<file path="src/rtl/i2c_register_access_master_unit_assert.svh">
// ----------------------------------------------------------------------------
// I2C register access master - assertion macros
// Concurrent checks clocked on clk, disabled while arst_n is low.
// ----------------------------------------------------------------------------
`ifndef I2C_REGISTER_ACCESS_MASTER_UNIT_ASSERT_SVH
`define I2C_REGISTER_ACCESS_MASTER_UNIT_ASSERT_SVH

`ifndef ASSERT_OFF
`define I2CM_ASSERT_IMP(lbl, ante, cons) \
	lbl: assert property (@(posedge clk) disable iff (!arst_n) (ante) |-> (cons)) \
	else $error("implication check failed");
`define I2CM_ASSERT_NXT(lbl, ante, cons) \
	lbl: assert property (@(posedge clk) disable iff (!arst_n) (ante) |=> (cons)) \
	else $error("next-cycle check failed");
`else
`define I2CM_ASSERT_IMP(lbl, ante, cons)
`define I2CM_ASSERT_NXT(lbl, ante, cons)
`endif

`endif

</file>
<file path="src/rtl/i2cm_pkg.sv">
// ----------------------------------------------------------------------------
// i2cm_pkg
// Types and constants shared by the I2C register access master.
// ----------------------------------------------------------------------------
`default_nettype none

package i2cm_pkg;

	localparam int TIMER_WIDTH_DEF = 16;
	localparam int CFG_DATA_W      = 16;

	localparam logic [1:0] CFG_DEVICE_ADDRESS       = 2'd0;
	localparam logic [1:0] CFG_ACK_TIMEOUT          = 2'd1;
	localparam logic [1:0] CFG_PHASE_TICKS          = 2'd2;
	localparam logic [1:0] CFG_WRITE_RECOVERY_TICKS = 2'd3;

	localparam logic [6:0]  DEVICE_ADDRESS_RST       = 7'd104;
	localparam logic [7:0]  ACK_TIMEOUT_RST          = 8'd250;
	localparam logic [15:0] PHASE_TICKS_RST          = 16'd1;
	localparam logic [15:0] WRITE_RECOVERY_TICKS_RST = 16'd1000;

	localparam logic OP_READ  = 1'b0;
	localparam logic OP_WRITE = 1'b1;

	typedef struct packed {
		logic       start_req;
		logic       opcode;
		logic [7:0] reg_address;
		logic [7:0] write_data;
		logic       sda_in;
	} tick_t;

	typedef struct packed {
		logic       scl;
		logic       sda_out;
		logic       sda_drive;
		logic       busy_res;
		logic       done_res;
		logic [7:0] read_data;
		logic       ack_error;
	} res_t;

	typedef struct packed {
		logic  valid;
		tick_t item;
	} q_head_t;

	typedef struct packed {
		logic        valid;
		logic [1:0]  index;
		logic [15:0] data;
	} cfg_wr_t;

	typedef enum logic [3:0] {
		ST_IDLE,
		ST_START,
		ST_TX_DEVW,
		ST_ACK_DEVW,
		ST_TX_REG,
		ST_ACK_REG,
		ST_TX_DATA,
		ST_ACK_DATA,
		ST_RSTART,
		ST_TX_DEVR,
		ST_ACK_DEVR,
		ST_RX,
		ST_NACK,
		ST_STOP,
		ST_RECOVER
	} step_t;

endpackage

`default_nettype wire

</file>
<file path="src/rtl/i2c_register_access_master_unit.sv">
// ----------------------------------------------------------------------------
// i2c_register_access_master_unit
// I2C master for single-register reads and writes, one bus tick per beat.
// ----------------------------------------------------------------------------
// Every tick beat yields exactly one result beat with the SCL/SDA levels for
// that tick and the transaction status. Ticks are taken one per clock while
// the two-entry intake queue has room; a beat waits at its head until the
// sequencer pops it, and its result is registered as it is popped. The result
// sits in an output register, and the sequencer keeps stepping whenever a beat
// is queued and that register is empty or being drained. Register writes take
// effect at once and belong between transactions.
`default_nettype none

`include "i2c_register_access_master_unit_assert.svh"

module i2c_register_access_master_unit
	import i2cm_pkg::*;
#(
	parameter int TIMER_WIDTH = TIMER_WIDTH_DEF
)(
	input  wire logic        clk,
	input  wire logic        arst_n,
	input  wire logic        tick_valid,
	output logic             tick_ready,
	input  wire tick_t       tick,
	output logic             res_valid,
	input  wire logic        res_ready,
	output res_t             res,
	input  wire logic        cfg_valid,
	output logic             cfg_ready,
	input  wire logic [1:0]  cfg_index,
	input  wire logic [15:0] cfg_data
);

	q_head_t head;
	logic    pop;
	cfg_wr_t cfg_wr;

	assign cfg_ready    = 1'b1;
	assign cfg_wr.valid = cfg_valid && cfg_ready;
	assign cfg_wr.index = cfg_index;
	assign cfg_wr.data  = cfg_data;

	i2cm_front u_front (
		.clk        (clk),
		.arst_n     (arst_n),
		.tick_valid (tick_valid),
		.tick_ready (tick_ready),
		.tick       (tick),
		.head       (head),
		.pop        (pop)
	);

	i2cm_seq #(
		.TIMER_WIDTH (TIMER_WIDTH)
	) u_seq (
		.clk       (clk),
		.arst_n    (arst_n),
		.cfg_wr    (cfg_wr),
		.head      (head),
		.pop       (pop),
		.res_valid (res_valid),
		.res_ready (res_ready),
		.res       (res)
	);

	`I2CM_ASSERT_IMP(a_pop_has_head, pop, head.valid)
	`I2CM_ASSERT_IMP(a_done_while_busy, res_valid && res.done_res, res.busy_res)
	`I2CM_ASSERT_IMP(a_idle_lines_high, res_valid && !res.busy_res, res.scl && res.sda_out && res.sda_drive)
	`I2CM_ASSERT_NXT(a_pop_fills_out, pop, res_valid)

endmodule

`default_nettype wire

</file>
<file path="src/rtl/i2cm_front.sv">
// ----------------------------------------------------------------------------
// i2cm_front
// Tick intake: two-entry queue that decouples the tick source from the
// bus sequencer.
// ----------------------------------------------------------------------------
`default_nettype none

module i2cm_front
	import i2cm_pkg::*;
(
	input  wire logic    clk,
	input  wire logic    arst_n,
	input  wire logic    tick_valid,
	output logic         tick_ready,
	input  wire tick_t   tick,
	output q_head_t      head,
	input  wire logic    pop
);

	tick_t      mem_q [2];
	logic       wr_ptr_q;
	logic       rd_ptr_q;
	logic [1:0] count_q;
	logic       push;

	assign tick_ready = (count_q != 2'd2);
	assign push       = tick_valid && tick_ready;
	assign head.valid = (count_q != 2'd0);
	assign head.item  = mem_q[rd_ptr_q];

	always_ff @(posedge clk) begin
		if (push) begin
			mem_q[wr_ptr_q] <= tick;
		end
	end

	always_ff @(posedge clk or negedge arst_n) begin
		if (!arst_n) begin
			wr_ptr_q <= 1'b0;
			rd_ptr_q <= 1'b0;
			count_q  <= 2'd0;
		end else begin
			if (push) begin
				wr_ptr_q <= ~wr_ptr_q;
			end
			if (pop) begin
				rd_ptr_q <= ~rd_ptr_q;
			end
			unique case ({push, pop})
				2'b10:   count_q <= count_q + 2'd1;
				2'b01:   count_q <= count_q - 2'd1;
				default: count_q <= count_q;
			endcase
		end
	end

endmodule

`default_nettype wire

</file>
<file path="src/rtl/i2cm_seq.sv">
// ----------------------------------------------------------------------------
// i2cm_seq
// Bus sequencer: advances the transaction by one tick per queued beat and
// registers the line levels and status for the result channel.
// ----------------------------------------------------------------------------
`default_nettype none

module i2cm_seq
	import i2cm_pkg::*;
#(
	parameter int TIMER_WIDTH = TIMER_WIDTH_DEF
)(
	input  wire logic    clk,
	input  wire logic    arst_n,
	input  wire cfg_wr_t cfg_wr,
	input  wire q_head_t head,
	output logic         pop,
	output logic         res_valid,
	input  wire logic    res_ready,
	output res_t         res
);

	localparam int TW = TIMER_WIDTH;
	localparam int LW = (TW > 16) ? TW : 16;
	localparam logic [LW-1:0] TMAX_EXT = LW'({TW{1'b1}});

	function automatic logic [TW-1:0] clamp_lim(input logic [15:0] v);
		logic [LW-1:0] e;
		e = LW'(v);
		if (e > TMAX_EXT) e = TMAX_EXT;
		if (e == '0) e = LW'(1);
		return e[TW-1:0];
	endfunction

	// config
	logic [6:0]  dev_addr_q;
	logic [7:0]  ack_timeout_q;
	logic [15:0] phase_ticks_q;
	logic [15:0] recovery_ticks_q;

	// sequencer state
	step_t         step_q, step_n;
	logic [1:0]    phase_q, phase_n;
	logic [3:0]    cnt_q, cnt_n;
	logic [7:0]    shift_q, shift_n;
	logic [TW-1:0] timer_q, timer_n;
	logic [7:0]    ackw_q, ackw_n;
	logic          op_q, op_n;
	logic [7:0]    reg_q, reg_n;
	logic [7:0]    data_q, data_n;
	logic [7:0]    rx_q, rx_n;
	logic          err_q, err_n;
	logic          done;

	logic          res_valid_q;
	res_t          res_q;

	logic          scl_c, sda_c, drv_c;
	logic [TW-1:0] lim_sel;
	logic          phase_end;
	logic [TW-1:0] timer_tick;
	logic [3:0]    cnt_inc;
	logic [7:0]    shift_rx;
	tick_t         t;

	assign t   = head.item;
	assign pop = head.valid && (!res_valid_q || res_ready);

	assign res_valid = res_valid_q;
	assign res       = res_q;

	always_ff @(posedge clk or negedge arst_n) begin
		if (!arst_n) begin
			dev_addr_q       <= DEVICE_ADDRESS_RST;
			ack_timeout_q    <= ACK_TIMEOUT_RST;
			phase_ticks_q    <= PHASE_TICKS_RST;
			recovery_ticks_q <= WRITE_RECOVERY_TICKS_RST;
		end else if (cfg_wr.valid) begin
			unique case (cfg_wr.index)
				CFG_DEVICE_ADDRESS:       dev_addr_q       <= cfg_wr.data[6:0];
				CFG_ACK_TIMEOUT:          ack_timeout_q    <= cfg_wr.data[7:0];
				CFG_PHASE_TICKS:          phase_ticks_q    <= cfg_wr.data;
				CFG_WRITE_RECOVERY_TICKS: recovery_ticks_q <= cfg_wr.data;
				default:                  dev_addr_q       <= dev_addr_q;
			endcase
		end
	end

	assign lim_sel    = (step_q == ST_RECOVER) ? clamp_lim(recovery_ticks_q)
	                                           : clamp_lim(phase_ticks_q);
	assign phase_end  = (({1'b0, timer_q} + (TW+1)'(1)) >= {1'b0, lim_sel});
	assign timer_tick = phase_end ? '0 : timer_q + TW'(1);
	assign cnt_inc    = cnt_q + 4'd1;
	assign shift_rx   = (phase_q == 2'd1 && timer_q == '0) ? {shift_q[6:0], t.sda_in}
	                                                       : shift_q;

	// line levels at the start of the tick
	always_comb begin
		scl_c = 1'b1;
		sda_c = 1'b1;
		drv_c = 1'b1;
		unique case (step_q)
			ST_START, ST_RSTART: begin
				scl_c = (phase_q == 2'd1 || phase_q == 2'd2);
				sda_c = (phase_q <= 2'd1);
			end
			ST_TX_DEVW, ST_TX_REG, ST_TX_DATA, ST_TX_DEVR: begin
				scl_c = (phase_q == 2'd1);
				sda_c = shift_q[7];
			end
			ST_ACK_DEVW, ST_ACK_REG, ST_ACK_DATA, ST_ACK_DEVR, ST_RX: begin
				scl_c = (phase_q == 2'd1);
				drv_c = 1'b0;
			end
			ST_NACK: begin
				scl_c = (phase_q == 2'd1);
			end
			ST_STOP: begin
				scl_c = (phase_q != 2'd0);
				sda_c = (phase_q == 2'd2);
			end
			default: begin
				scl_c = 1'b1;
			end
		endcase
	end

	// next state
	always_comb begin
		step_n  = step_q;
		phase_n = phase_q;
		cnt_n   = cnt_q;
		shift_n = shift_q;
		timer_n = timer_q;
		ackw_n  = ackw_q;
		op_n    = op_q;
		reg_n   = reg_q;
		data_n  = data_q;
		rx_n    = rx_q;
		err_n   = err_q;
		done    = 1'b0;
		unique case (step_q)
			ST_IDLE: begin
				if (t.start_req) begin
					op_n    = t.opcode;
					reg_n   = t.reg_address;
					data_n  = t.write_data;
					err_n   = 1'b0;
					ackw_n  = 8'd0;
					step_n  = ST_START;
					phase_n = 2'd0;
					timer_n = '0;
				end
			end
			ST_START, ST_RSTART: begin
				timer_n = timer_tick;
				if (phase_end) begin
					if (phase_q != 2'd3) begin
						phase_n = phase_q + 2'd1;
					end else begin
						step_n  = (step_q == ST_START) ? ST_TX_DEVW : ST_TX_DEVR;
						phase_n = 2'd0;
						cnt_n   = 4'd0;
						shift_n = {dev_addr_q, (step_q == ST_RSTART)};
					end
				end
			end
			ST_TX_DEVW, ST_TX_REG, ST_TX_DATA, ST_TX_DEVR: begin
				timer_n = timer_tick;
				if (phase_end) begin
					if (phase_q != 2'd2) begin
						phase_n = phase_q + 2'd1;
					end else begin
						phase_n = 2'd0;
						shift_n = {shift_q[6:0], 1'b0};
						cnt_n   = cnt_inc;
						if (cnt_inc >= 4'd8) begin
							ackw_n = 8'd0;
							unique case (step_q)
								ST_TX_DEVW: step_n = ST_ACK_DEVW;
								ST_TX_REG:  step_n = ST_ACK_REG;
								ST_TX_DATA: step_n = ST_ACK_DATA;
								default:    step_n = ST_ACK_DEVR;
							endcase
						end
					end
				end
			end
			ST_ACK_DEVW, ST_ACK_REG, ST_ACK_DATA, ST_ACK_DEVR: begin
				if (phase_q == 2'd0) begin
					timer_n = timer_tick;
					if (phase_end) begin
						phase_n = 2'd1;
					end
				end else if (!t.sda_in) begin
					phase_n = 2'd0;
					timer_n = '0;
					unique case (step_q)
						ST_ACK_DEVW: begin
							step_n  = ST_TX_REG;
							shift_n = reg_q;
							cnt_n   = 4'd0;
						end
						ST_ACK_REG: begin
							if (op_q == OP_WRITE) begin
								step_n  = ST_TX_DATA;
								shift_n = data_q;
								cnt_n   = 4'd0;
							end else begin
								step_n = ST_RSTART;
							end
						end
						ST_ACK_DEVR: begin
							step_n  = ST_RX;
							shift_n = 8'd0;
							cnt_n   = 4'd0;
						end
						default: begin
							step_n = ST_STOP;
						end
					endcase
				end else if (ackw_q >= ack_timeout_q) begin
					err_n   = 1'b1;
					step_n  = ST_STOP;
					phase_n = 2'd0;
					timer_n = '0;
				end else begin
					ackw_n = ackw_q + 8'd1;
				end
			end
			ST_RX: begin
				shift_n = shift_rx;
				timer_n = timer_tick;
				if (phase_end) begin
					if (phase_q != 2'd2) begin
						phase_n = phase_q + 2'd1;
					end else begin
						phase_n = 2'd0;
						cnt_n   = cnt_inc;
						if (cnt_inc >= 4'd8) begin
							rx_n   = shift_rx;
							step_n = ST_NACK;
						end
					end
				end
			end
			ST_NACK, ST_STOP: begin
				timer_n = timer_tick;
				if (phase_end) begin
					if (phase_q != 2'd2) begin
						phase_n = phase_q + 2'd1;
					end else begin
						phase_n = 2'd0;
						if (step_q == ST_NACK) begin
							step_n = ST_STOP;
						end else begin
							done   = 1'b1;
							step_n = (op_q == OP_WRITE && recovery_ticks_q != 16'd0)
							         ? ST_RECOVER : ST_IDLE;
						end
					end
				end
			end
			ST_RECOVER: begin
				timer_n = timer_tick;
				if (phase_end) begin
					step_n  = ST_IDLE;
					phase_n = 2'd0;
				end
			end
			default: begin
				step_n  = ST_IDLE;
				phase_n = 2'd0;
				timer_n = '0;
			end
		endcase
	end

	always_ff @(posedge clk or negedge arst_n) begin
		if (!arst_n) begin
			step_q      <= ST_IDLE;
			phase_q     <= 2'd0;
			cnt_q       <= 4'd0;
			shift_q     <= 8'd0;
			timer_q     <= '0;
			ackw_q      <= 8'd0;
			op_q        <= 1'b0;
			reg_q       <= 8'd0;
			data_q      <= 8'd0;
			rx_q        <= 8'd0;
			err_q       <= 1'b0;
			res_valid_q <= 1'b0;
		end else begin
			if (pop) begin
				step_q  <= step_n;
				phase_q <= phase_n;
				cnt_q   <= cnt_n;
				shift_q <= shift_n;
				timer_q <= timer_n;
				ackw_q  <= ackw_n;
				op_q    <= op_n;
				reg_q   <= reg_n;
				data_q  <= data_n;
				rx_q    <= rx_n;
				err_q   <= err_n;
			end
			if (pop) begin
				res_valid_q <= 1'b1;
			end else if (res_ready) begin
				res_valid_q <= 1'b0;
			end
		end
	end

	always_ff @(posedge clk) begin
		if (pop) begin
			res_q.scl       <= scl_c;
			res_q.sda_out   <= sda_c;
			res_q.sda_drive <= drv_c;
			res_q.busy_res  <= (step_q != ST_IDLE);
			res_q.done_res  <= done;
			res_q.read_data <= rx_n;
			res_q.ack_error <= err_n;
		end
	end

endmodule

`default_nettype wire
</file>
<file path="config.mk">
export PLATFORM = sky130hd
export DESIGN_NAME = i2c_register_access_master_unit
export DESIGN_NICKNAME = d
export VERILOG_FILES = /design/src/rtl/i2cm_pkg.sv /design/src/rtl/i2c_register_access_master_unit.sv /design/src/rtl/i2cm_front.sv /design/src/rtl/i2cm_seq.sv
export VERILOG_INCLUDE_DIRS = /design/src /design/src/rtl
export SDC_FILE = /design/constraint.sdc
export NUM_CORES = 1
export LEC_CHECK = 0
export ABC_AREA = 0
export ABC_CLOCK_PERIOD_IN_PS = 7210
export CORE_AREA = 2 2 146 148
export CTS_BUF_LIST = sky130_fd_sc_hd__clkbuf_2
export CTS_CLUSTER_DIAMETER = 120
export DETAILED_ROUTE_END_ITERATION = 7
export DIE_AREA = 0 0 148 150
export DONT_BUFFER_PORTS = 1
export PLACE_DENSITY = 0.56
export SLEW_MARGIN = 20
export SYNTH_ARGS = -nofsm -noshare
export SYNTH_HDL_FRONTEND = slang
export SYNTH_HIERARCHICAL = 1
export SYNTH_SLANG_ARGS = --single-unit
</file>
<file path="constraint.sdc">
create_clock -name clk -period 7.21 [get_ports clk]
set_input_delay 0.3605 -clock clk [delete_from_list [all_inputs] [get_ports clk]]
set_output_delay 0.3605 -clock clk [all_outputs]
set_load 0.1 [all_outputs]
</file>
# Word level (Yosys, flattened, before mapping)
# Memories as Yosys holds them, arrays and structs flattened.
# Cells that the tools add are included.
dict set report word_totals {
  n_memories 1
  word_cells 226
  ram_bits 38
  regBits 134
}
# memory words width rd rd_ports_with_merged_regs wr line
set mem_list {}
lappend mem_list {u_front.mem_q 2 19 1 0 1 i2cm_front.sv:20} ;# tick_t mem_q [2];
dict set report op_classes {
  reduce_logical 44
  add_sub_neg 7
  order_cmp 6
  n_mux 89
  eq_ne 49
  bitwise 4
}
# op count
set ops {}
lappend ops {{$mux W16} 10}
lappend ops {{$mux W8} 19}
lappend ops {{$mux W4} 26}
lappend ops {{$logic_not A16 Y1} 3}
lappend ops {{$pmux W16 S3} 1}
lappend ops {{$pmux W8 S3} 2}
lappend ops {{$pmux W4 S3} 3}
lappend ops {{$gt A16 B16 Y1 const B} 2}
lappend ops {{$pmux W8 S4} 1}
lappend ops {{$eq A4 B4 Y1 const B} 7}
lappend ops {{$pmux W4 S7} 1}
lappend ops {{$ne A2 B1 Y1 const B} 11}
lappend ops {{$ne A2 B2 Y1 const B} 11}
lappend ops {{$mux W2} 10}
lappend ops {{$reduce_and A10 Y1} 2}
lappend ops {{$reduce_or A10 Y1} 2}
lappend ops {{$add A16 B1 Y17 const B} 1}
lappend ops {{$ge A17 B16 Y1} 1}
lappend ops {{$add A16 B1 Y16 const B} 1}
lappend ops {{$eq A4 B3 Y1 const B} 4}
lappend ops {{$reduce_bool A16 Y1} 1}
lappend ops {{$reduce_and A15 Y1} 1}
lappend ops {{$mux W1} 10}
lappend ops {{$pmux W2 S5} 1}
lappend ops {{other kinds (37)} 68}

# Longest topological paths before layout
# Gate-level depths: netlist of the first run.
dict set report depth {
  ltp_word 9
  mapped_depth 16
}

# Cells and area by module
# The synthesis of the first run kept the hierarchy.
# module seq_area_each_um2 area_each_um2 cells_each instances
set modules_own_cells {}
lappend modules_own_cells {i2cm_seq 3343.2 7522.2 702 1}
lappend modules_own_cells {i2cm_front 1241.2 1561.5 75 1}
lappend modules_own_cells {i2c_register_access_master_unit 0.0 11.3 2 1}

# Worst setup path before layout of the first run
# No wires, ideal clock.
dict set report synth_timing {
  path_type {register to register}
  from {register u_seq.step_q[3]}
  to {register u_seq.rx_q[0]}
  stages_incl_launch_ff 16
  path_buffers 5
  arrival_time_ps 3981
  required_ps 7085
  path_slack_ps 3104
  cell_sequence {dfrtp_1 -> buf_2 -> buf_2 -> buf_1 -> nand3_1 -> clkbuf_1 -> mux2i_1 -> ha_1 -> nand3_1 -> or4_1 -> o221a_4 -> o211ai_4 -> nand4_4 -> nand2b_4 -> buf_6 -> mux2_4}
}
dict set report synth_between {
  elab_chain_len 5
  elab_cells_between_ends 6
}
# item line
set synth_rtl {}
lappend synth_rtl {{start, declared} i2cm_seq.sv:42} ;# step_t step_q, step_n;
lappend synth_rtl {{start signal, assigned} i2cm_seq.sv:295} ;# step_q <= step_n;
lappend synth_rtl {{$eq A4 B4 Y1} i2cm_seq.sv:89} ;# assign lim_sel = (step_q == ST_RECOVER) ? clamp_lim(recovery_ticks_q)
lappend synth_rtl {{$mux W16} i2cm_seq.sv:89}
lappend synth_rtl {{$ge A17 B16 Y1} i2cm_seq.sv:91} ;# assign phase_end = (({1'b0, timer_q} + (TW+1)'(1)) >= {1'b0, lim_sel});
lappend synth_rtl {{$mux W8} i2cm_seq.sv:234} ;# if (phase_end) begin
lappend synth_rtl {{$mux W8 (*)} i2cm_seq.sv:142} ;# unique case (step_q)
lappend synth_rtl {{end signal, assigned} i2cm_seq.sv:304} ;# rx_q <= rx_n;
lappend synth_rtl {{end, declared} i2cm_seq.sv:51} ;# logic [7:0] rx_q, rx_n;
# Mark *: on every way between the ends. The rest lies on a longest branch, timed or not.
# A chain may end at the register's enable or synchronous reset.

# Worst setup path in the final report of the first run
dict set report layout_timing {
  from {register u_seq.step_q[0]}
  to {register u_seq.timer_q[4]}
}
dict set report layout_between {
  elab_chain_len 6
  elab_cells_between_ends 25
}
# item line
set layout_rtl {}
lappend layout_rtl {{$eq A4 B4 Y1} {i2cm_seq.sv:89, i2cm_seq.sv:142}}
lappend layout_rtl {{$mux W16} i2cm_seq.sv:89}
lappend layout_rtl {{$ge A17 B16 Y1} i2cm_seq.sv:91}
lappend layout_rtl {{$mux W16} i2cm_seq.sv:92} ;# assign timer_tick = phase_end ? '0 : timer_q + TW'(1);
lappend layout_rtl {{$mux W16} i2cm_seq.sv:190} ;# if (phase_q == 2'd0) begin
lappend layout_rtl {{$pmux W16 S3} i2cm_seq.sv:142}
lappend layout_rtl {{end signal, assigned} i2cm_seq.sv:299} ;# timer_q <= timer_n;
lappend layout_rtl {{end, declared} i2cm_seq.sv:46} ;# logic [TW-1:0] timer_q, timer_n;
# Parallel ways exist; a longest one is shown, timed or not.

==> results of run 1 <==
-- cell usage after synthesis (all sizes together) (16+ instances only) --
cell type	n	share of area
a21oi	27	0.017
buf	16	0.011
clkbuf	23	0.0098
dfrtp	104	0.29
dfstp	16	0.046
edfxtp	52	0.17
ha	34	0.047
inv	21	0.0087
mux2	109	0.14
mux2i	18	0.020
nand2	58	0.024
nand3	32	0.018
nor2	42	0.017
o21ai	31	0.017
-- path summary, 6_finish.rpt --
path,to,slack [ns]
max,u_seq/timer_q[4],2.23
min,u_seq/ack_timeout_q[2],0.15
max in group asynchronous,u_seq/phase_ticks_q[2],6.52
max reg2reg,u_seq/timer_q[4],2.23
min in group asynchronous,u_seq/cnt_q[0],0.18
min reg2reg,u_front/wr_ptr_q,0.52
-- layout by cell type, fill, tap and decap left out, types with 4 or more instances in the layout --
cell	instances
sky130_fd_sc_hd__nor3_1	14
sky130_fd_sc_hd__nor3b_1	4
sky130_fd_sc_hd__a22oi_1	9
sky130_fd_sc_hd__and2_1	5
sky130_fd_sc_hd__inv_1	21
sky130_fd_sc_hd__mux2_4	8
sky130_fd_sc_hd__o221ai_1	4
sky130_fd_sc_hd__a221o_1	10
sky130_fd_sc_hd__nor4_1	10
sky130_fd_sc_hd__nor2b_1	4
sky130_fd_sc_hd__a21o_1	6
sky130_fd_sc_hd__clkbuf_2	17
sky130_fd_sc_hd__mux2i_1	18
sky130_fd_sc_hd__and3_1	5
sky130_fd_sc_hd__ha_1	34
sky130_fd_sc_hd__nand2b_1	10
sky130_fd_sc_hd__nand2_1	56
sky130_fd_sc_hd__a41oi_1	5
sky130_fd_sc_hd__o31ai_1	11
sky130_fd_sc_hd__a22o_1	11
sky130_fd_sc_hd__mux2_2	82
sky130_fd_sc_hd__xnor2_1	14
sky130_fd_sc_hd__edfxtp_1	52
sky130_fd_sc_hd__dlygate4sd3_1	40
sky130_fd_sc_hd__o22ai_1	4
sky130_fd_sc_hd__a21oi_1	25
sky130_fd_sc_hd__xor2_1	8
sky130_fd_sc_hd__mux2_1	19
sky130_fd_sc_hd__o21ai_0	30
sky130_fd_sc_hd__nand4_1	7
sky130_fd_sc_hd__or4_1	4
sky130_fd_sc_hd__dfrtp_1	104
sky130_fd_sc_hd__nand3_1	31
sky130_fd_sc_hd__clkinvlp_4	4
sky130_fd_sc_hd__dfstp_2	16
sky130_fd_sc_hd__o211ai_1	4
sky130_fd_sc_hd__nor2_1	42
sky130_fd_sc_hd__buf_4	7
sky130_fd_sc_hd__inv_8	4
-- registers in the layout, indices dropped and copies added, names as in the netlist, 14 cells and up --
signal,count
u_seq/phase_ticks_q,16
u_seq/recovery_ticks_q,16
u_seq/timer_q,16
u_seq/res,14
u_front/mem_q,38
-- per-layer routing --
metal,vias to the layer above,global-route usage,part of all wire
met5,-,0,0
met4,0,0.0452,0.010
met3,15,0.0402,0.044
met2,164,0.325,0.50
met1,3071,0.248,0.44
li1,2959,-,-
-- power breakdown --
part | internal, mW | leakage [nW] | switching, mW | total (mW)
sequential | 1.29 | 1.97 | 0.429 | 1.72
clock | 0.112 | 0.133 | 0.386 | 0.498
combinational | 0.586 | 2.08 | 0.870 | 1.46
-- cell type report --
type                       count  area, um2  area share
multi-input combinational    545       4240       0.425
antenna                        1       2.50    0.000251
clock inverter                15        159      0.0159
sequential                   172       4580       0.459
tap                          275        344      0.0345
inverter                      23       86.3     0.00865
clock buffer                  17       85.1     0.00853
timing repair buffer          48        480      0.0482
-- worst reg2reg max path: cells and delay by family (launching register included) --
kind	cells	cell delay, ns
AO/OA/AOI/OAI	5	1.24
adder cells (fa/ha/maj)	1	0.31
flip-flops	1	0.76
multiplexers	1	0.44
AND/OR/NAND/NOR	4	2.16
-- logic make-up after synthesis --
kind of cell	share of synthesized area
DFF	0.504
buffers and inverters	0.0301
and+or+nand+nor	0.122
muxes	0.158
AOI/OAI and AO/OA	0.116
xor gates and xnor gates	0.0212
other	0.000412
adders and majority gates	0.0479
-- stage by stage --
step / hold slack (ns) / cells
2_1_floorplan: 0.0649 / 779
3_3_place_gp: 0.0707 / 1022
3_5_place_dp: 0.0701 / 1022
4_1_cts: 0.0763 / 1095
5_1_grt: 0.0807 / 1096
6_report: 0.147 / 1096
==> reports/metrics.json, run 1 <==
{
  "clock_network": {
    "clockBufferDepth": 2,
    "hold_buffers": 41,
    "insertion_delay_ns": 0.76,
    "postCtsSetupBuffers": 0,
    "numCtsBuffers": 17,
    "clkSlewWorstSetupHoldPaths_ns": 0.28,
    "post_cts.resized_instances": 0,
    "cts.htree.levels": 4,
    "tritoncts_clock_tree": "built",
    "clock-root-buffer": "sky130_fd_sc_hd__clkbuf_2",
    "clock-sinks": 172
  },
  "critical_path": {
    "critical_path_depth": 11,
    "cp_num_buf_inv": 0,
    "slowest_delay_ns": 0.77,
    "worst_r2r_startpoint": "u_seq/step_q[0]",
    "timing.critical_path.slowest_stage_cell": "sky130_fd_sc_hd__nand3_1",
    "path_max_fanout": 27,
    "worstSetupStartpointType": "flop",
    "ff2ff_path_depth": 11,
    "critPathKind": "flop to flop",
    "crit_family": "simple AND/OR/NAND/NOR gates",
    "worstSetupEndpointType": "flop",
    "critical_path.cell_chain": "nor2b_1, nand3_1, mux2i_1, ha_1, a21oi_1, o21ai_0, a2111oi_2, o211ai_4, nor2_1, nand2_1, o31ai_1",
    "critPathArrivalTime_ns": 5.67,
    "worstPathRequired_ns": 7.89,
    "worstSetupStartpoint": "u_seq/step_q[0]"
  },
  "synth": {
    "synth.avg_cell_area_um2": 11.7,
    "syn-num-nets": 855,
    "postSynthRegisterBits": 172,
    "synth_cells": 779,
    "ys_async_sr_fraction": 0.698,
    "synth_flop_cell": "sky130_fd_sc_hd__dfrtp_1",
    "synth_edf_count": 52,
    "synth-warning-count": 6,
    "ys_seq_area_frac": 0.504,
    "synth_cell_types": 77,
    "synth_area_um2": 9090
  },
  "global_routing": {
    "grt_util_all_layers": 0.190,
    "grt_start_max_net_pins": 121,
    "initial_antenna_violation_count": 1,
    "via_count_of_the_first_global_routing_pass": 6287,
    "grt_remaining_overflow": 0,
    "grt_first_pass_wirelength_um": 33300
  },
  "floorplanning": {
    "die-height_um": 150,
    "ioPinCount": 59,
    "core_region_area_um2": 20700,
    "die_area_um2": 22200,
    "initial_core_util": 0.440,
    "core.rowCount": 53,
    "floorplan.die.width_um": 148
  },
  "sta": {
    "post-route-period-util": 0.691,
    "setup_total_negative_slack_ns": 0,
    "final-setup-viol-count": 0,
    "timing.final.crit_period_ns": 4.98,
    "timing_max_transition_violations_final": 0,
    "fmax_ghz": 0.201,
    "slew-limit-headroom": 0.320,
    "clock_skew_ns": 0.0391,
    "hold_viol": 0,
    "tightest_slew_ns": 1.02,
    "rsz0062_at_grt": "false",
    "final_critical_path_setup_slack_ns": 2.23
  },
  "finish": {
    "layout-drive-gt1-share": 0.199,
    "nNetsFinal": 883,
    "fin_util": 0.482,
    "fillers": 1919,
    "post_layout_instance_area_um2": 9980,
    "syn2layout_area_growth_pct": 9.71
  },
  "drt": {
    "routed_wire_length_per_instance_um": 18.7,
    "drt_drc_violations_left": 0,
    "postRouteWirelength_um": 20500,
    "detail_route.vias_per_cell": 5.67,
    "drt_first_pass_iters": 6,
    "routed-via-count": 6209,
    "dr.first_iter.drc_count": 644,
    "drtAntennaViolNets": 0
  },
  "power_and_ir_drop": {
    "power.ir.vdd_worst_v": 0.000175,
    "power.leakage_nw": 4.18,
    "total_power_mw": 3.68,
    "pwr_density_cell_nw_per_um2": 369
  },
  "placement": {
    "dp_hpwl_um": 14200,
    "io_buffer_count": 0,
    "globalplace.congestion": 0.881,
    "dpl_cell_area_um2": 9300,
    "dp_worst_setup_slack_ns": 2.30
  },
  "run_status": {
    "status": "completed"
  },
  "worst_hold_path": {
    "hold_path_depth": 2,
    "min_from": "cfg_index[0]",
    "hold_class": "primary input to flop"
  },
  "job": {
    "max_cap_viol_count": 0
  }
}
No activity file was read; power rests on OpenSTA's default activity.
==> run 2: changes to the inputs <==
ABC_AREA = 1   (was 0)
ABC_CLOCK_PERIOD_IN_PS = 4460   (was 7210)
CORE_AREA = 2 2 149 151   (was 2 2 146 148)
DIE_AREA = 0 0 151 153   (was 0 0 148 150)
PLACE_DENSITY = 0.58   (was 0.56)
clock period = 4.46 ns   (was 7.21 ns; I/O delays follow)
==> run 2 against run 1 <==
The run now ends with hold timing left. Sequential share of layout area shrank 3.3 points. Clock power grew 85%. Cell count grew 32%. Register-to-register slack lost 1.2 ns. Combinational power grew 90%. Core utilization grew 1.8 points. Die area grew 4.1%. Via count grew 18%.
==> reports/metrics.json, run 2 <==
{
  "run_status": {
    "status": "finished, violations left",
    "violations": "hold timing"
  },
  "clock_network": {
    "clock-sinks": 172,
    "insertion_delay_ns": 0.81,
    "clock-root-buffer": "sky130_fd_sc_hd__clkbuf_2",
    "post_cts.resized_instances": 0,
    "tritoncts_clock_tree": "built",
    "numCtsBuffers": 17,
    "clockBufferDepth": 2,
    "cts.htree.levels": 4,
    "clkSlewWorstSetupHoldPaths_ns": 0.32
  },
  "synth": {
    "synth.avg_cell_area_um2": 8.72,
    "synth_largest_area_cell": "sky130_fd_sc_hd__dfrtp_1",
    "ys_seq_area_frac": 0.484,
    "syn-num-nets": 1162,
    "synth_area_um2": 9470,
    "ys_async_sr_fraction": 0.698,
    "postSynthRegisterBits": 172,
    "synth_common_cells": "263 x sky130_fd_sc_hd__nand2_1, 155 x sky130_fd_sc_hd__inv_1, 104 x sky130_fd_sc_hd__dfrtp_1",
    "synth_flop_cell": "sky130_fd_sc_hd__dfrtp_1",
    "synth_cell_types": 57,
    "post_synth_main_area_contributors": "sky130_fd_sc_hd__dfrtp_1 27%, sky130_fd_sc_hd__edfxtp_1 16%, sky130_fd_sc_hd__nand2_1 10%, sky130_fd_sc_hd__inv_1 6.1%, sky130_fd_sc_hd__o21ai_0 4.6%",
    "synth-warning-count": 6,
    "synth_edf_count": 52,
    "post-synth-top-count-cell": "sky130_fd_sc_hd__nand2_1",
    "synth_cells": 1086,
    "yosys.area.top_type_share": 0.275
  },
  "floorplanning": {
    "ioPinCount": 59,
    "core_region_area_um2": 21500,
    "die_area_um2": 23100,
    "initial_core_util": 0.441,
    "floorplan.die.width_um": 151,
    "core.rowCount": 54,
    "die-height_um": 153
  },
  "drt": {
    "met2WireLength_um": 9700,
    "met1Wirelength_um": 10200,
    "drtAntennaViolNets": 0,
    "routed_wire_length_per_instance_um": 14.5,
    "postRouteWirelength_um": 21000,
    "drt_first_pass_iters": 7,
    "dr.first_iter.drc_count": 528,
    "drt_drc_violations_left": 0,
    "detail_route.vias_per_cell": 5.03,
    "routed-via-count": 7298,
    "met3RoutedLength_um": 828,
    "top_signal_layer_used": "met4"
  },
  "critical_path": {
    "critPathArrivalTime_ns": 4.10,
    "worstSetupStartpointType": "flop",
    "critPathKind": "flop to flop",
    "worstSetupEndpointType": "flop",
    "worstPathRequired_ns": 5.09,
    "path_max_fanout": 15
  },
  "power_and_ir_drop": {
    "power.combinational.fraction": 0.432,
    "pwr_density_cell_nw_per_um2": 596,
    "switching_share": 0.508,
    "power.sequential.fraction": 0.424,
    "power.ir.vdd_worst_v": 0.000243,
    "power.leakage_nw": 5.02,
    "internal-power_mw": 3.15,
    "clock_power_share": 0.143,
    "netSwitchingPower_mw": 3.26
  },
  "worst_hold_path": {
    "hold_class": "primary input to flop"
  },
  "sta": {
    "fmax_ghz": 0.288,
    "worst_hold_slack_ns": -0.00210,
    "setup_total_negative_slack_ns": 0,
    "timing_max_transition_violations_final": 0,
    "hold_viol": 1,
    "slew-limit-headroom": 0.359,
    "tightest_slew_ns": 0.959,
    "post-route-period-util": 0.778,
    "final-setup-viol-count": 0,
    "timing.final.crit_period_ns": 3.47,
    "clock_skew_ns": 0.0377,
    "rsz0062_at_grt": "false"
  },
  "finish": {
    "largest_reg_flops": 38,
    "fillers": 2087,
    "regMostFlops": "u_front/mem_q",
    "layout_common_cells": "263 x sky130_fd_sc_hd__nand2_1, 155 x sky130_fd_sc_hd__inv_1, 104 x sky130_fd_sc_hd__dfrtp_1",
    "fin_util": 0.500,
    "layout.cells.most_common": "sky130_fd_sc_hd__nand2_1",
    "syn2layout_area_growth_pct": 13.5,
    "nNetsFinal": 1232,
    "layout-drive-gt1-share": 0.122,
    "fin_cells": 1450
  },
  "placement": {
    "numPlacedInstances": 1341,
    "io_buffer_count": 0,
    "dp_hpwl_um": 14500,
    "globalplace.congestion": 0.894
  },
  "global_routing": {
    "grt_util_all_layers": 0.193,
    "grt_remaining_overflow": 0,
    "via_count_of_the_first_global_routing_pass": 7028,
    "grt_start_max_net_pins": 117,
    "grt_first_pass_wirelength_um": 35200,
    "initial_antenna_violation_count": 1
  },
  "job": {
    "max_cap_viol_count": 0
  }
}
-- run 2: cell count changes after synthesis, moves of 23 or more --
| cell | before | now |
|---|---|---|
| sky130_fd_sc_hd__mux2_2 | 82 | 2 |
| sky130_fd_sc_hd__nand2_1 | 56 | 263 |
| sky130_fd_sc_hd__o21ai_1 | 1 | 24 |
| sky130_fd_sc_hd__inv_1 | 21 | 155 |
| sky130_fd_sc_hd__o21ai_0 | 30 | 87 |
| sky130_fd_sc_hd__nor2_1 | 42 | 68 |
-- run 2: metrics by stage --
stage                     setup slack, ns  cell area (um2)  power, mW
final                               0.989            10800       6.41
after global routing                0.574            10800       6.90
after CTS                           0.960            10700       6.45
after detailed placement            0.944             9670       5.43
after global placement               1.04             9670       5.41
after floorplan                      1.46             9470       4.86
-- run 2: critical path: stages (launching register included) --
cell	delay [ns]
sky130_fd_sc_hd__dfrtp_1	0.61
sky130_fd_sc_hd__nand2_1	0.26
sky130_fd_sc_hd__nor2_2	0.15
sky130_fd_sc_hd__buf_4	0.20
sky130_fd_sc_hd__inv_1	0.20
sky130_fd_sc_hd__nand2_1	0.09
sky130_fd_sc_hd__o21ai_0	0.08
sky130_fd_sc_hd__ha_1	0.30
sky130_fd_sc_hd__nand2_1	0.10
sky130_fd_sc_hd__inv_1	0.04
sky130_fd_sc_hd__nand2_1	0.07
sky130_fd_sc_hd__inv_1	0.05
sky130_fd_sc_hd__nand2_1	0.06
sky130_fd_sc_hd__nand3_1	0.08
sky130_fd_sc_hd__nand2_1	0.26
sky130_fd_sc_hd__nand3_2	0.32
sky130_fd_sc_hd__nand3_4	0.21
sky130_fd_sc_hd__nand2_1	0.08
sky130_fd_sc_hd__and2_1	0.13
-- run 2: final timing paths --
kind                            slack [ns]           startpoint  cells past startpoint                endpoint
min in group asynchronous             0.51               arst_n                      3  u_seq/ack_timeout_q[0]
worst min register to register        0.52  u_seq/dev_addr_q[5]                      2     u_seq/dev_addr_q[5]
max in group asynchronous             2.85               arst_n                      4          u_seq/reg_q[4]
worst min-delay path                -0.002         cfg_index[0]                      3  u_seq/phase_ticks_q[5]
worst max-delay path                  0.99      u_seq/step_q[3]                     18            u_seq/res[7]
worst max register to register        0.99      u_seq/step_q[3]                     18            u_seq/res[7]
-- run 2: cell families after synthesis --
| group | Yosys count | synth area share |
|---|---|---|
| fa+ha+maj | 34 | 0.0449 |
| buf+inv | 196 | 0.0868 |
| other cells | 1 | 0.000396 |
| flops | 172 | 0.484 |
| mux | 7 | 0.00766 |
| compound gates | 189 | 0.120 |
| simple gates | 467 | 0.238 |
| xor+xnor | 20 | 0.0185 |
-- run 2: repair_timing --
action                    CTS  global route
buffers inserted            0             0
hold buffers               67             9
hold endpoints to repair  255            38
-- run 2: layout make-up --
class | instances | area, um2 | area share
sequential | 172 | 4580 | 0.426
multi-input combinational | 718 | 4080 | 0.379
timing repair buffer | 81 | 816 | 0.0759
inverter | 166 | 631 | 0.0586
tap | 280 | 350 | 0.0326
clock inverter | 15 | 209 | 0.0194
clock buffer | 17 | 85.1 | 0.00791
antenna | 1 | 2.50 | 0.000233
-- run 2: power groups by stage --
stage               Sequential (mW)  Clock [mW]  Combinational [mW]
finish                         2.72       0.919                2.77
CTS                            2.72       0.955                2.77
global route                   2.78        1.03                3.10
detailed placement             2.76           0                2.67
global placement               2.75           0                2.66
floorplan                      2.69           0                2.17
-- run 2: per-layer routing --
metal / global-route usage / up-vias
met1: 0.279 / 3432
met2: 0.301 / 151
met5: 0 / -
met3: 0.0337 / 23
met4: 0.0507 / 0
li1: - / 3692
